`src/hw/rtl/lpsc_pkg.sv`:
```
// ----------------------------------------------------------------------------
// lpsc_pkg
// Shared types and constants for the length-prefix to start-code converter.
// ----------------------------------------------------------------------------
`default_nettype none

package lpsc_pkg;

    // Width of the buffer byte counter (8..32).
    localparam int unsigned LENGTH_BITS = 24;

    // Width of the buffer length field on the input bus.
    localparam int unsigned BUF_LEN_W = 24;
    // Width of a unit length taken from the 4-byte prefix.
    localparam int unsigned UNIT_LEN_W = 32;
    // Prefix bytes per unit.
    localparam int unsigned PREFIX_BYTES = 4;

    typedef enum logic [1:0] {
        PH_DISCARD = 2'd0,
        PH_PREFIX  = 2'd1,
        PH_PAYLOAD = 2'd2
    } t_phase;

    // Result burst handed from the parser to the output stage.
    typedef struct packed {
        logic       emit;     // this item yields results
        logic       is_start; // four start-code beats, else one data beat
        logic [7:0] data;     // payload byte
    } t_burst;

endpackage

`default_nettype wire

```
`src/hw/rtl/lpsc_parser.sv`:
```
// ----------------------------------------------------------------------------
// lpsc_parser
// Per-byte parse state: prefix gathering, unit and buffer byte counts.
// ----------------------------------------------------------------------------
`default_nettype none

module lpsc_parser (
    input  wire logic                             i_clk,
    input  wire logic                             i_rst_n,
    input  wire logic                             i_accept,
    input  wire logic [7:0]                       i_data_byte,
    input  wire logic                             i_first_of_buffer,
    input  wire logic [lpsc_pkg::BUF_LEN_W-1:0]   i_buffer_length,
    output lpsc_pkg::t_burst                      o_burst
);

    lpsc_pkg::t_phase                        r_phase, n_phase;
    logic [1:0]                              r_prefix_count, n_prefix_count;
    logic [23:0]                             r_prefix_shift, n_prefix_shift;
    logic [lpsc_pkg::UNIT_LEN_W-1:0]         r_payload_left, n_payload_left;
    logic [lpsc_pkg::LENGTH_BITS-1:0]        r_buffer_left, n_buffer_left;

    // State as seen after a buffer start restarts conversion.
    lpsc_pkg::t_phase                        e_phase;
    logic [1:0]                              e_count;
    logic [23:0]                             e_shift;
    logic [lpsc_pkg::UNIT_LEN_W-1:0]         e_payload;
    logic [lpsc_pkg::LENGTH_BITS-1:0]        e_buffer;
    logic [lpsc_pkg::LENGTH_BITS-1:0]        buffer_dec;
    logic [lpsc_pkg::UNIT_LEN_W-1:0]         unit_len;
    logic                                    short_tail;
    logic                                    overrun;

    always_comb begin
        e_phase   = i_first_of_buffer ? lpsc_pkg::PH_PREFIX : r_phase;
        e_count   = i_first_of_buffer ? 2'd0 : r_prefix_count;
        e_shift   = i_first_of_buffer ? 24'd0 : r_prefix_shift;
        e_payload = i_first_of_buffer ? '0 : r_payload_left;
        e_buffer  = i_first_of_buffer ? lpsc_pkg::LENGTH_BITS'(i_buffer_length)
                                      : r_buffer_left;
        buffer_dec = e_buffer - lpsc_pkg::LENGTH_BITS'(1);
        unit_len   = {e_shift, i_data_byte};
        short_tail = (e_count == 2'd0) &&
                     (e_buffer < lpsc_pkg::LENGTH_BITS'(lpsc_pkg::PREFIX_BYTES));
        overrun    = unit_len > lpsc_pkg::UNIT_LEN_W'(buffer_dec);
    end

    // Next state.
    always_comb begin
        n_phase        = e_phase;
        n_prefix_count = e_count;
        n_prefix_shift = e_shift;
        n_payload_left = e_payload;
        n_buffer_left  = e_buffer;
        unique case (e_phase)
            lpsc_pkg::PH_PREFIX: begin
                if (short_tail) begin
                    n_phase = lpsc_pkg::PH_DISCARD;
                end else begin
                    n_buffer_left = buffer_dec;
                    if (e_count != 2'd3) begin
                        n_prefix_shift = {e_shift[15:0], i_data_byte};
                        n_prefix_count = e_count + 2'd1;
                    end else begin
                        n_prefix_count = 2'd0;
                        n_prefix_shift = 24'd0;
                        if (overrun) begin
                            n_phase = lpsc_pkg::PH_DISCARD;
                        end else begin
                            n_payload_left = unit_len;
                            n_phase = (unit_len == '0) ? lpsc_pkg::PH_PREFIX
                                                       : lpsc_pkg::PH_PAYLOAD;
                        end
                    end
                end
            end
            lpsc_pkg::PH_PAYLOAD: begin
                if ((e_buffer == '0) || (e_payload == '0)) begin
                    n_phase = lpsc_pkg::PH_DISCARD;
                end else begin
                    n_buffer_left  = buffer_dec;
                    n_payload_left = e_payload - lpsc_pkg::UNIT_LEN_W'(1);
                    if (e_payload == lpsc_pkg::UNIT_LEN_W'(1)) begin
                        n_phase = lpsc_pkg::PH_PREFIX;
                    end
                end
            end
            default: begin
                // discard and the unused code: bytes are dropped
                n_phase = lpsc_pkg::PH_DISCARD;
            end
        endcase
    end

    // Outputs.
    always_comb begin
        o_burst.emit     = 1'b0;
        o_burst.is_start = 1'b0;
        o_burst.data     = i_data_byte;
        unique case (e_phase)
            lpsc_pkg::PH_PREFIX: begin
                if (!short_tail && (e_count == 2'd3) && !overrun) begin
                    o_burst.emit     = i_accept;
                    o_burst.is_start = 1'b1;
                end
            end
            lpsc_pkg::PH_PAYLOAD: begin
                if ((e_buffer != '0) && (e_payload != '0)) begin
                    o_burst.emit = i_accept;
                end
            end
            default: begin
                o_burst.emit = 1'b0;
            end
        endcase
    end

    always_ff @(posedge i_clk) begin
        if (!i_rst_n) begin
            r_phase        <= lpsc_pkg::PH_DISCARD;
            r_prefix_count <= 2'd0;
            r_prefix_shift <= 24'd0;
            r_payload_left <= '0;
            r_buffer_left  <= '0;
        end else if (i_accept) begin
            r_phase        <= n_phase;
            r_prefix_count <= n_prefix_count;
            r_prefix_shift <= n_prefix_shift;
            r_payload_left <= n_payload_left;
            r_buffer_left  <= n_buffer_left;
        end
    end

endmodule

`default_nettype wire

```
`src/hw/rtl/lpsc_emit.sv`:
```
// ----------------------------------------------------------------------------
// lpsc_emit
// Output register: one payload beat or the four-beat start code burst.
// ----------------------------------------------------------------------------
`default_nettype none

module lpsc_emit (
    input  wire logic             i_clk,
    input  wire logic             i_rst_n,
    input  wire lpsc_pkg::t_burst i_burst,
    output logic                  o_load_ok,
    output logic                  o_m_axis_tvalid,
    input  wire logic             i_m_axis_tready,
    output logic [7:0]            o_m_axis_tdata,
    output logic                  o_m_axis_tuser,
    output logic                  o_m_axis_tlast
);

    logic       r_valid;
    logic       r_is_start;
    logic [1:0] r_beat;
    logic [7:0] r_data;
    logic       last_beat;

    assign last_beat = !r_is_start || (r_beat == 2'd3);
    // Free now, or freed by the final beat going out this cycle.
    assign o_load_ok = !r_valid || (i_m_axis_tready && last_beat);

    assign o_m_axis_tvalid = r_valid;
    assign o_m_axis_tdata  = r_is_start ? {7'd0, (r_beat == 2'd3)} : r_data;
    assign o_m_axis_tuser  = r_is_start && (r_beat == 2'd0);
    assign o_m_axis_tlast  = last_beat;

    always_ff @(posedge i_clk) begin
        if (!i_rst_n) begin
            r_valid    <= 1'b0;
            r_is_start <= 1'b0;
            r_beat     <= 2'd0;
        end else if (o_load_ok) begin
            r_valid    <= i_burst.emit;
            r_is_start <= i_burst.is_start;
            r_beat     <= 2'd0;
        end else if (i_m_axis_tready) begin
            r_beat <= r_beat + 2'd1;
        end
    end

    always_ff @(posedge i_clk) begin
        if (o_load_ok && i_burst.emit) begin
            r_data <= i_burst.data;
        end
    end

endmodule

`default_nettype wire

```
`src/hw/rtl/length_prefix_to_start_code_core.sv`:
```
// ----------------------------------------------------------------------------
// length_prefix_to_start_code_core
// Converts length-prefixed units of a sample buffer into a start-code stream.
// ----------------------------------------------------------------------------
// Results of an accepted byte are loaded into the output register on the
// accepting edge and appear on the master side from there.
// Throughput: one byte per cycle unless the master side stalls; a completed prefix
// drives a four-beat start code from the output register, holding the input to its last beat.
// Reset: synchronous, active low; parser returns to discard, output empties.
`default_nettype none

module length_prefix_to_start_code_core (
    input  wire logic        i_clk,
    input  wire logic        i_rst_n,
    // slave side
    input  wire logic        i_s_axis_tvalid,
    output logic             o_s_axis_tready,
    input  wire logic [31:0] i_s_axis_tdata,  // [7:0] data_byte, [31:8] buffer_length
    input  wire logic        i_s_axis_tuser,  // [0] first_of_buffer
    // master side
    output logic             o_m_axis_tvalid,
    input  wire logic        i_m_axis_tready,
    output logic [7:0]       o_m_axis_tdata,  // [7:0] out_byte
    output logic             o_m_axis_tuser,  // [0] unit_start
    output logic             o_m_axis_tlast   // last_of_run
);

    lpsc_pkg::t_burst burst;
    logic             load_ok;
    logic             accept;

    // A byte is taken whenever the output register can hold its results,
    // including the cycle in which the last waiting beat leaves.
    assign o_s_axis_tready = load_ok;
    assign accept          = i_s_axis_tvalid && load_ok;

    // Parse state advances once per accepted byte; results go straight into
    // the output register on the same edge.
    lpsc_parser u_parser (
        .i_clk             (i_clk),
        .i_rst_n           (i_rst_n),
        .i_accept          (accept),
        .i_data_byte       (i_s_axis_tdata[7:0]),
        .i_first_of_buffer (i_s_axis_tuser),
        .i_buffer_length   (i_s_axis_tdata[31:8]),
        .o_burst           (burst)
    );

    // Output register and start code sequencer.
    lpsc_emit u_emit (
        .i_clk           (i_clk),
        .i_rst_n         (i_rst_n),
        .i_burst         (burst),
        .o_load_ok       (load_ok),
        .o_m_axis_tvalid (o_m_axis_tvalid),
        .i_m_axis_tready (i_m_axis_tready),
        .o_m_axis_tdata  (o_m_axis_tdata),
        .o_m_axis_tuser  (o_m_axis_tuser),
        .o_m_axis_tlast  (o_m_axis_tlast)
    );

    // A start code opens with a zero byte and is never the last beat.
    a_start_zero : assert property (@(posedge i_clk) disable iff (!i_rst_n)
        (o_m_axis_tvalid && o_m_axis_tuser) |->
            (o_m_axis_tdata == 8'd0) && !o_m_axis_tlast)
        else $error("unit start beat malformed");

    // After the first start-code beat leaves, the burst continues.
    a_start_cont : assert property (@(posedge i_clk) disable iff (!i_rst_n)
        (o_m_axis_tvalid && i_m_axis_tready && o_m_axis_tuser) |=>
            o_m_axis_tvalid && !o_m_axis_tuser && (o_m_axis_tdata == 8'd0))
        else $error("start code burst broken");

    // Input is held back only while results are pending.
    a_stall_cause : assert property (@(posedge i_clk) disable iff (!i_rst_n)
        !o_s_axis_tready |-> o_m_axis_tvalid)
        else $error("input stalled with empty output");

endmodule

`default_nettype wire

```
`config.mk`:
```
export PLATFORM = sky130hd
export DESIGN_NAME = length_prefix_to_start_code_core
export DESIGN_NICKNAME = d
export VERILOG_FILES = /design/src/hw/rtl/lpsc_pkg.sv /design/src/hw/rtl/lpsc_parser.sv /design/src/hw/rtl/lpsc_emit.sv /design/src/hw/rtl/length_prefix_to_start_code_core.sv
export SDC_FILE = /design/constraint.sdc
export NUM_CORES = 1
export LEC_CHECK = 0
export BUFFER_PORTS_ARGS = -buffer_cell sky130_fd_sc_hd__buf_2
export CORE_ASPECT_RATIO = 0.5
export CORE_MARGIN = 1
export CORE_UTILIZATION = 40
export DETAILED_ROUTE_END_ITERATION = 10
export HOLD_SLACK_MARGIN = 0.08
export PLACE_DENSITY = 0.68
export SETUP_SLACK_MARGIN = 0.3
export SLEW_MARGIN = 25
export SYNTH_ARGS = -nofsm -noshare
export SYNTH_HDL_FRONTEND = slang
export SYNTH_SLANG_ARGS = --single-unit
```
`constraint.sdc`:
```
create_clock -name i_clk -period 18.04 [get_ports i_clk]
set_clock_uncertainty 0.15 [all_clocks]
set_input_delay 1.804 -clock i_clk [delete_from_list [all_inputs] [get_ports i_clk]]
set_output_delay 1.804 -clock i_clk [all_outputs]
set_load 0.03 [all_outputs]
```
Word-level counts from Yosys, hierarchy flattened
Cells that the tools add are included.

storage, ports and cells
  register bits = 96
  latch bits = 0
  memory bits (writable) = 0
  ROM bits = 0
  bits of input ports = 37
  word-level logic and storage cells = 76
  memories = 0

operators by class
  $add $sub $neg = 4
  $mul = 0
  div/mod/pow operators = 0
  $lt $le $gt $ge = 2
  eq/ne operators = 6
  shift-type cells = 0
  multiplexer cells = 31
  bitwise gates (word level) = 1
  reduce and logical (&&, ||, !) cells = 23

operators with widths
  kind                   count
  $mux 24                7
  $mux 32                5
  $logic_not 32->1       2
  $pmux 32 s2            1
  $pmux 24 s2            1
  $eq 32x1->1 const B    1
  $gt 32x24->1           1
  $reduce_bool 32->1     1
  $sub 32x1->32 const B  1
  $logic_not 24->1       1
  $lt 24x3->1 const B    1
  $mux 2                 12
  $reduce_bool 24->1     1
  $sub 24x1->24 const B  1
  $logic_and 1x1->1      8
  $mux 8                 1
  $eq 2x2->1 const B     3
  $add 2x1->2 const B    2
  $logic_not 1->1        4
  $logic_not 2->1        2
  $pmux 2 s2             1
  $logic_or 1x1->1       3
  $eq 2x1->1 const B     1
  $mux 1                 2
  other kinds (4)        4

Logic depth before layout (Yosys ltp)
  depth in word-level cells = 9
  mapped depth = 24
  gate-level depth less buffers = 16

By module
A second synthesis with hierarchy kept.

second synthesis, totals
  cell total of the unflattened synthesis = 911
  area total of the unflattened synthesis = 7,075.5 µm²

modules (own cells, without submodules)
  module                            times used  cells each  area each (µm²)  sequential area each (µm²)
  lpsc_parser                       1           869         6,548.8          1,681.6
  lpsc_emit                         1           41          520.5            320.3
  length_prefix_to_start_code_core  1           1           6.3              0.0

Worst setup path after synthesis
OpenSTA, ideal clock, no wires.

  kind = in2reg
  start point = input port i_s_axis_tuser
  end point = register u_emit.r_data[0] (enable)
  setup time = 377 ps
  data arrival time = 7,458 ps
  data required time = 17,513 ps
  path slack = 10,055 ps
  stages on the path = 22
  path buffers = 8
  cells stage by stage = buf_2 -> buf_2 -> buf_2 -> buf_2 -> buf_1 -> clkbuf_1 -> mux2i_1 -> ha_1 -> nand2_1 -> nor4_1 -> nor2b_1 -> nor2b_1 -> xor2_1 -> ha_1 -> nand4_1 -> nor4_1 -> or4bb_1 -> o211ai_1 -> clkbuf_1 -> clkbuf_1 -> nand3_1 -> a21oi_1

between the ends
  longest elaborated chain between the ends = 9
  elaborated cells on any way between the ends = 24

RTL lines
  item                                                                  RTL line                                source
  start, declared                                                       length_prefix_to_start_code_core.sv:19  input wire logic i_s_axis_tuser,
  parallel branches: the longest is 7 deep, another holds $gt 32x24->1  -
  $pmux 1 s2 (*)                                                        lpsc_parser.sv:100                      unique case (e_phase)
  $logic_and 1x1->1 (*)                                                 lpsc_emit.sv:49                         if (o_load_ok && i_burst.emit) begin
  end signal, assigned                                                  lpsc_emit.sv:50                         r_data <= i_burst.data;
  end, declared                                                         lpsc_emit.sv:22                         logic [7:0] r_data;

Every way passes the cells marked *.
A chain may end at the register's enable or synchronous reset.

Worst setup path in the final report
  start point = input port i_s_axis_tuser
  end point = register u_parser.r_payload_left[21] (netlist name)

between the ends
  longest elaborated chain between the ends = 7
  elaborated cells on any way between the ends = 22

RTL lines
  item                  RTL line            source
  $mux 24               lpsc_parser.sv:39   e_buffer = i_first_of_buffer ? lpsc_pkg::LENGTH_BITS'(i_buffer_length)
  $sub 24x1->24         lpsc_parser.sv:41   buffer_dec = e_buffer - lpsc_pkg::LENGTH_BITS'(1);
  $gt 32x24->1          lpsc_parser.sv:45   overrun = unit_len > lpsc_pkg::UNIT_LEN_W'(buffer_dec);
  $mux 32               lpsc_parser.sv:67   if (overrun) begin
  $mux 32               lpsc_parser.sv:61   if (e_count != 2'd3) begin
  $mux 32               lpsc_parser.sv:57   if (short_tail) begin
  $pmux 32 s2 (*)       lpsc_parser.sv:55   unique case (e_phase)
  end signal, assigned  lpsc_parser.sv:129  r_payload_left <= n_payload_left;
  end, declared         lpsc_parser.sv:20   logic [lpsc_pkg::UNIT_LEN_W-1:0] r_payload_left, n_payload_left;

Every way passes the cells marked *; elsewhere a longest branch is shown, timed or not.

==> summary.md <==
| Metric | Value |
|---|---|
| Arr. time, crit path | `7.67 ns` |
| PortBufs | `48` |
| CTS root buf | `clkbuf_16` |
| Die height | `97.1 um` |
| PwrDens | `72.7 nW/um2` |
| Antenna violations before repair | `0` |
| Nets | `1,025` |
| Cells along the critical path | `buf_4 > buf_4 > mux2i_1 > o21ai_0 > nor4_1 > nor2b_1 > nor2b_1 > xor2_1 > ha_1 > nand4_1 > nor4_1 > or4bb_1 > o211a_1 > nor2_1 > o211ai_1 > o211a_1` |
| Slowest stage delay, CP | `0.79 ns` |
| VDD IR max | `0.0391 mV` |
| Post-CTS sizing | `0` |
| CTS max path bufs | `2` |
| # H-tree levels | `3` |
| Status | `completed` |
| Syn_nets | `1,016` |
| Synth unique cells | `74` |
| Slew Limit Fails | `0` |
| # diodes | `0` |
| Row cnt | `34` |
| Number of nets with antenna violations after routing | `0` |
| HP Class | `flip-flop to flip-flop` |
| CP max FO | `58` |
| Detailed-placement wirelength estimate | `16,500 um` |
| Total gr overflow | `0` |
| Core area | `17,500 um2` |
| Placed insts | `1,176` |
| Die extent in x | `192 um` |
| Initial DRC count | `816` |
| Reg clk slew, reported paths | `0.07 ns` |
| Routed Wire Length | `23,900 um` |
| CP Data Required Time | `18.14 ns` |
| Fin Setup TNS | `0 ns` |
| I/O pin count | `49` |
| Slew HR | `31.6%` |
| Top_reg_cell synth | `dfxtp_1` |
| Hold Fails Final Rpt | `0` |
| CTS Buf Count | `9` |
| Setup CP Type | `primary input to flip-flop` |
| Critical path startpoint category | `primary input` |
| Final min period | `7.57 ns` |
| First-pass DRT Iterations | `6` |
| Commonest cells after routing, fill and taps aside | `nor2_1 (91), dfxtp_1 (88), a21oi_1 (81), o21ai_0 (72), nand2_1 (61)` |
| Cells after synthesis | `944` |
| Post-Syn Area per Cell | `7.67 um2` |
| First-pass GRT wire length | `38,700 um` |
| Largest net degree at the start of global routing | `60` |
| Top delay family on crit path | `simple AND/OR/NAND/NOR gates` |
| Most common cell after layout, fill and taps aside | `nor2_1` |
| Leakage power total | `3.00 nW` |
| Highest-delay cell along the critical path | `nor2_1` |
| Starting Density | `41.3%` |
| Die area | `18,700 um2` |
| Synth Warn # | `0` |
| Synth Register Bits | `96` |
| Setup WS pre-CTS | `10.24 ns` |
| Mapped cell area | `7240 um2` |
| F_max | `0.132 GHz` |
| Worst setup margin | `10.47 ns` |
| Routability-driven placement congestion ratio | `0.908` |
| Sink Count | `96` |
| RSZ-0062 raised after global routing | `false` |
| Tot GR Track Use | `26.2%` |
| Routed wire length per instance | `20.1 um` |
| Later-pin clock latency in the skew report | `0.36 ns` |
| Layout cells sized above 1 | `11.8%` |
| Vias/cell | `6.37` |
| Ys async rst share | `0%` |
| Number of synthesized flops with an enable pin | `8` |
| Period utilization | `42.0%` |
| MaxCap Viol Count | `0` |
| Post-CTS Setup Repair Bufs | `0` |
| Via count | `7,589` |
| Post-Layout Cell Count | `1,192` |
| Area delta synth->final | `9.85%` |
| # DRC | `0` |
| Crit end category | `flip-flop` |
| CTS tree | `yes` |
| CTS Hold Bufs | `0` |
| Sequential fraction of the synthesis area | `27.7%` |
| Buf+Inv Stages, Crit Path | `2` |
| Slew @ Worst Pin | `1.03 ns` |
| Via count of the first global-routing pass | `7,042` |
| Final setup vio count | `0` |
-- kinds of logic after synthesis --
| kind of cell | count (synthesis) | synth area share, % |
|---|---|---|
| and+or+nand+nor | 351 | 24.7 |
| AOI/OAI and AO/OA | 317 | 28.5 |
| DFF | 96 | 27.7 |
| buffers and inverters | 84 | 4.94 |
| adders and majority gates | 35 | 6.05 |
| muxes | 34 | 4.94 |
| xor gates and xnor gates | 27 | 3.27 |
-- synth_stat cells (all sizes together) (6+ instances only) --
| library cell | count | area (um2) |
|---|---|---|
| nor2 | 91 | 342 |
| dfxtp | 88 | 1760 |
| a21oi | 82 | 414 |
| o21ai | 78 | 390 |
| nand2 | 61 | 229 |
| clkbuf | 47 | 176 |
| nor3 | 42 | 210 |
| ha | 35 | 438 |
| nand3 | 35 | 185 |
| nor2b | 35 | 219 |
| a22oi | 27 | 203 |
| a31oi | 27 | 184 |
| inv | 22 | 82.6 |
| nor4 | 21 | 131 |
| mux2i | 20 | 200 |
| nand4 | 16 | 100 |
| xnor2 | 16 | 140 |
| buf | 15 | 98.8 |
| mux2 | 14 | 158 |
| o211ai | 13 | 97.6 |
| xor2 | 11 | 96.3 |
| a21o | 9 | 67.6 |
| or3 | 9 | 61.3 |
| a211oi | 8 | 60.1 |
| edfxtp | 8 | 240 |
| o31ai | 7 | 57.6 |
| nand2b | 6 | 37.5 |
| o21a | 6 | 45.0 |
| o21bai | 6 | 45.0 |
| o311a | 6 | 60.1 |
| o31a | 6 | 52.6 |
-- per-stage QoR --
stage          cell area (um2)  hold WS (ns)  power, mW  utilization, %
6_report                  7950         0.337      0.578            45.4
4_1_cts                   7950         0.337      0.575            45.3
2_1_floorplan             7240         0.296      0.317               -
5_1_grt                   7950         0.373      0.600            45.4
3_5_place_dp              7600         0.332      0.350            43.4
3_3_place_gp              7600         0.307      0.348            43.4
-- state kept, by name, summed over array words and instances (netlist names) --
signal                   cells
u_parser.r_phase             2
u_parser.r_prefix_count      2
u_emit.r_data                8
u_parser.r_payload_left     32
u_emit.o_m_axis_tvalid       1
u_parser.r_prefix_shift     24
u_emit.r_is_start            1
u_emit.r_beat                2
u_parser.r_buffer_left      24
-- area by class of cell --
type / count / area (um2)
clock inverters: 5 / 104
multi-input cells: 764 / 4890
repair buffers: 60 / 333
well taps: 234 / 293
clock buffers: 11 / 243
fillers: 1780 / 9580
inverters: 22 / 82.6
flip-flops and latches: 96 / 2000
-- layer usage --
layer / routed length [um] / GRT usage [%] / up-vias
met2: 10400 / 39.4 / 416
met3: 2100 / 4.55 / 56
met4: 644 / 8.78 / 0
met5: 0 / 0 / -
li1: - / - / 3567
met1: 10800 / 37.4 / 3550
-- final timing paths --
kind	from	to	slack (ns)	cells past startpoint
setup reg to reg	u_parser.r_buffer_left[0]	u_parser.r_payload_left[21]	12.43	15
hold / removal	u_parser.r_payload_left[26]	u_parser.r_payload_left[26]	0.34	1
hold reg to reg	u_parser.r_payload_left[26]	u_parser.r_payload_left[26]	0.34	1
setup / recovery	i_s_axis_tuser	u_parser.r_payload_left[21]	10.47	16
-- worst reg2reg max path, cell delays in order (launching register included) --
cell and delay, ns:
dfxtp_1 0.34, mux2i_1 0.37, ha_1 0.36, nand2_1 0.21
nor4_1 0.65, nor2b_1 0.35, nor2b_1 0.20, xor2_1 0.10
ha_1 0.30, nand4_1 0.12, nor4_1 0.31, or4bb_1 0.54
o211a_1 0.26, nor2_1 0.79, o211ai_1 0.21, o211a_1 0.24
-- power breakdown --
group,switching (mW),total (mW),leakage [nW],internal [mW]
sequential,0.00625,0.227,0.788,0.221
clock,0.0884,0.228,0.170,0.140
combinational,0.0809,0.123,2.04,0.0420
total,0.176,0.578,3.00,0.402
(Power assumes the default switching activity.)
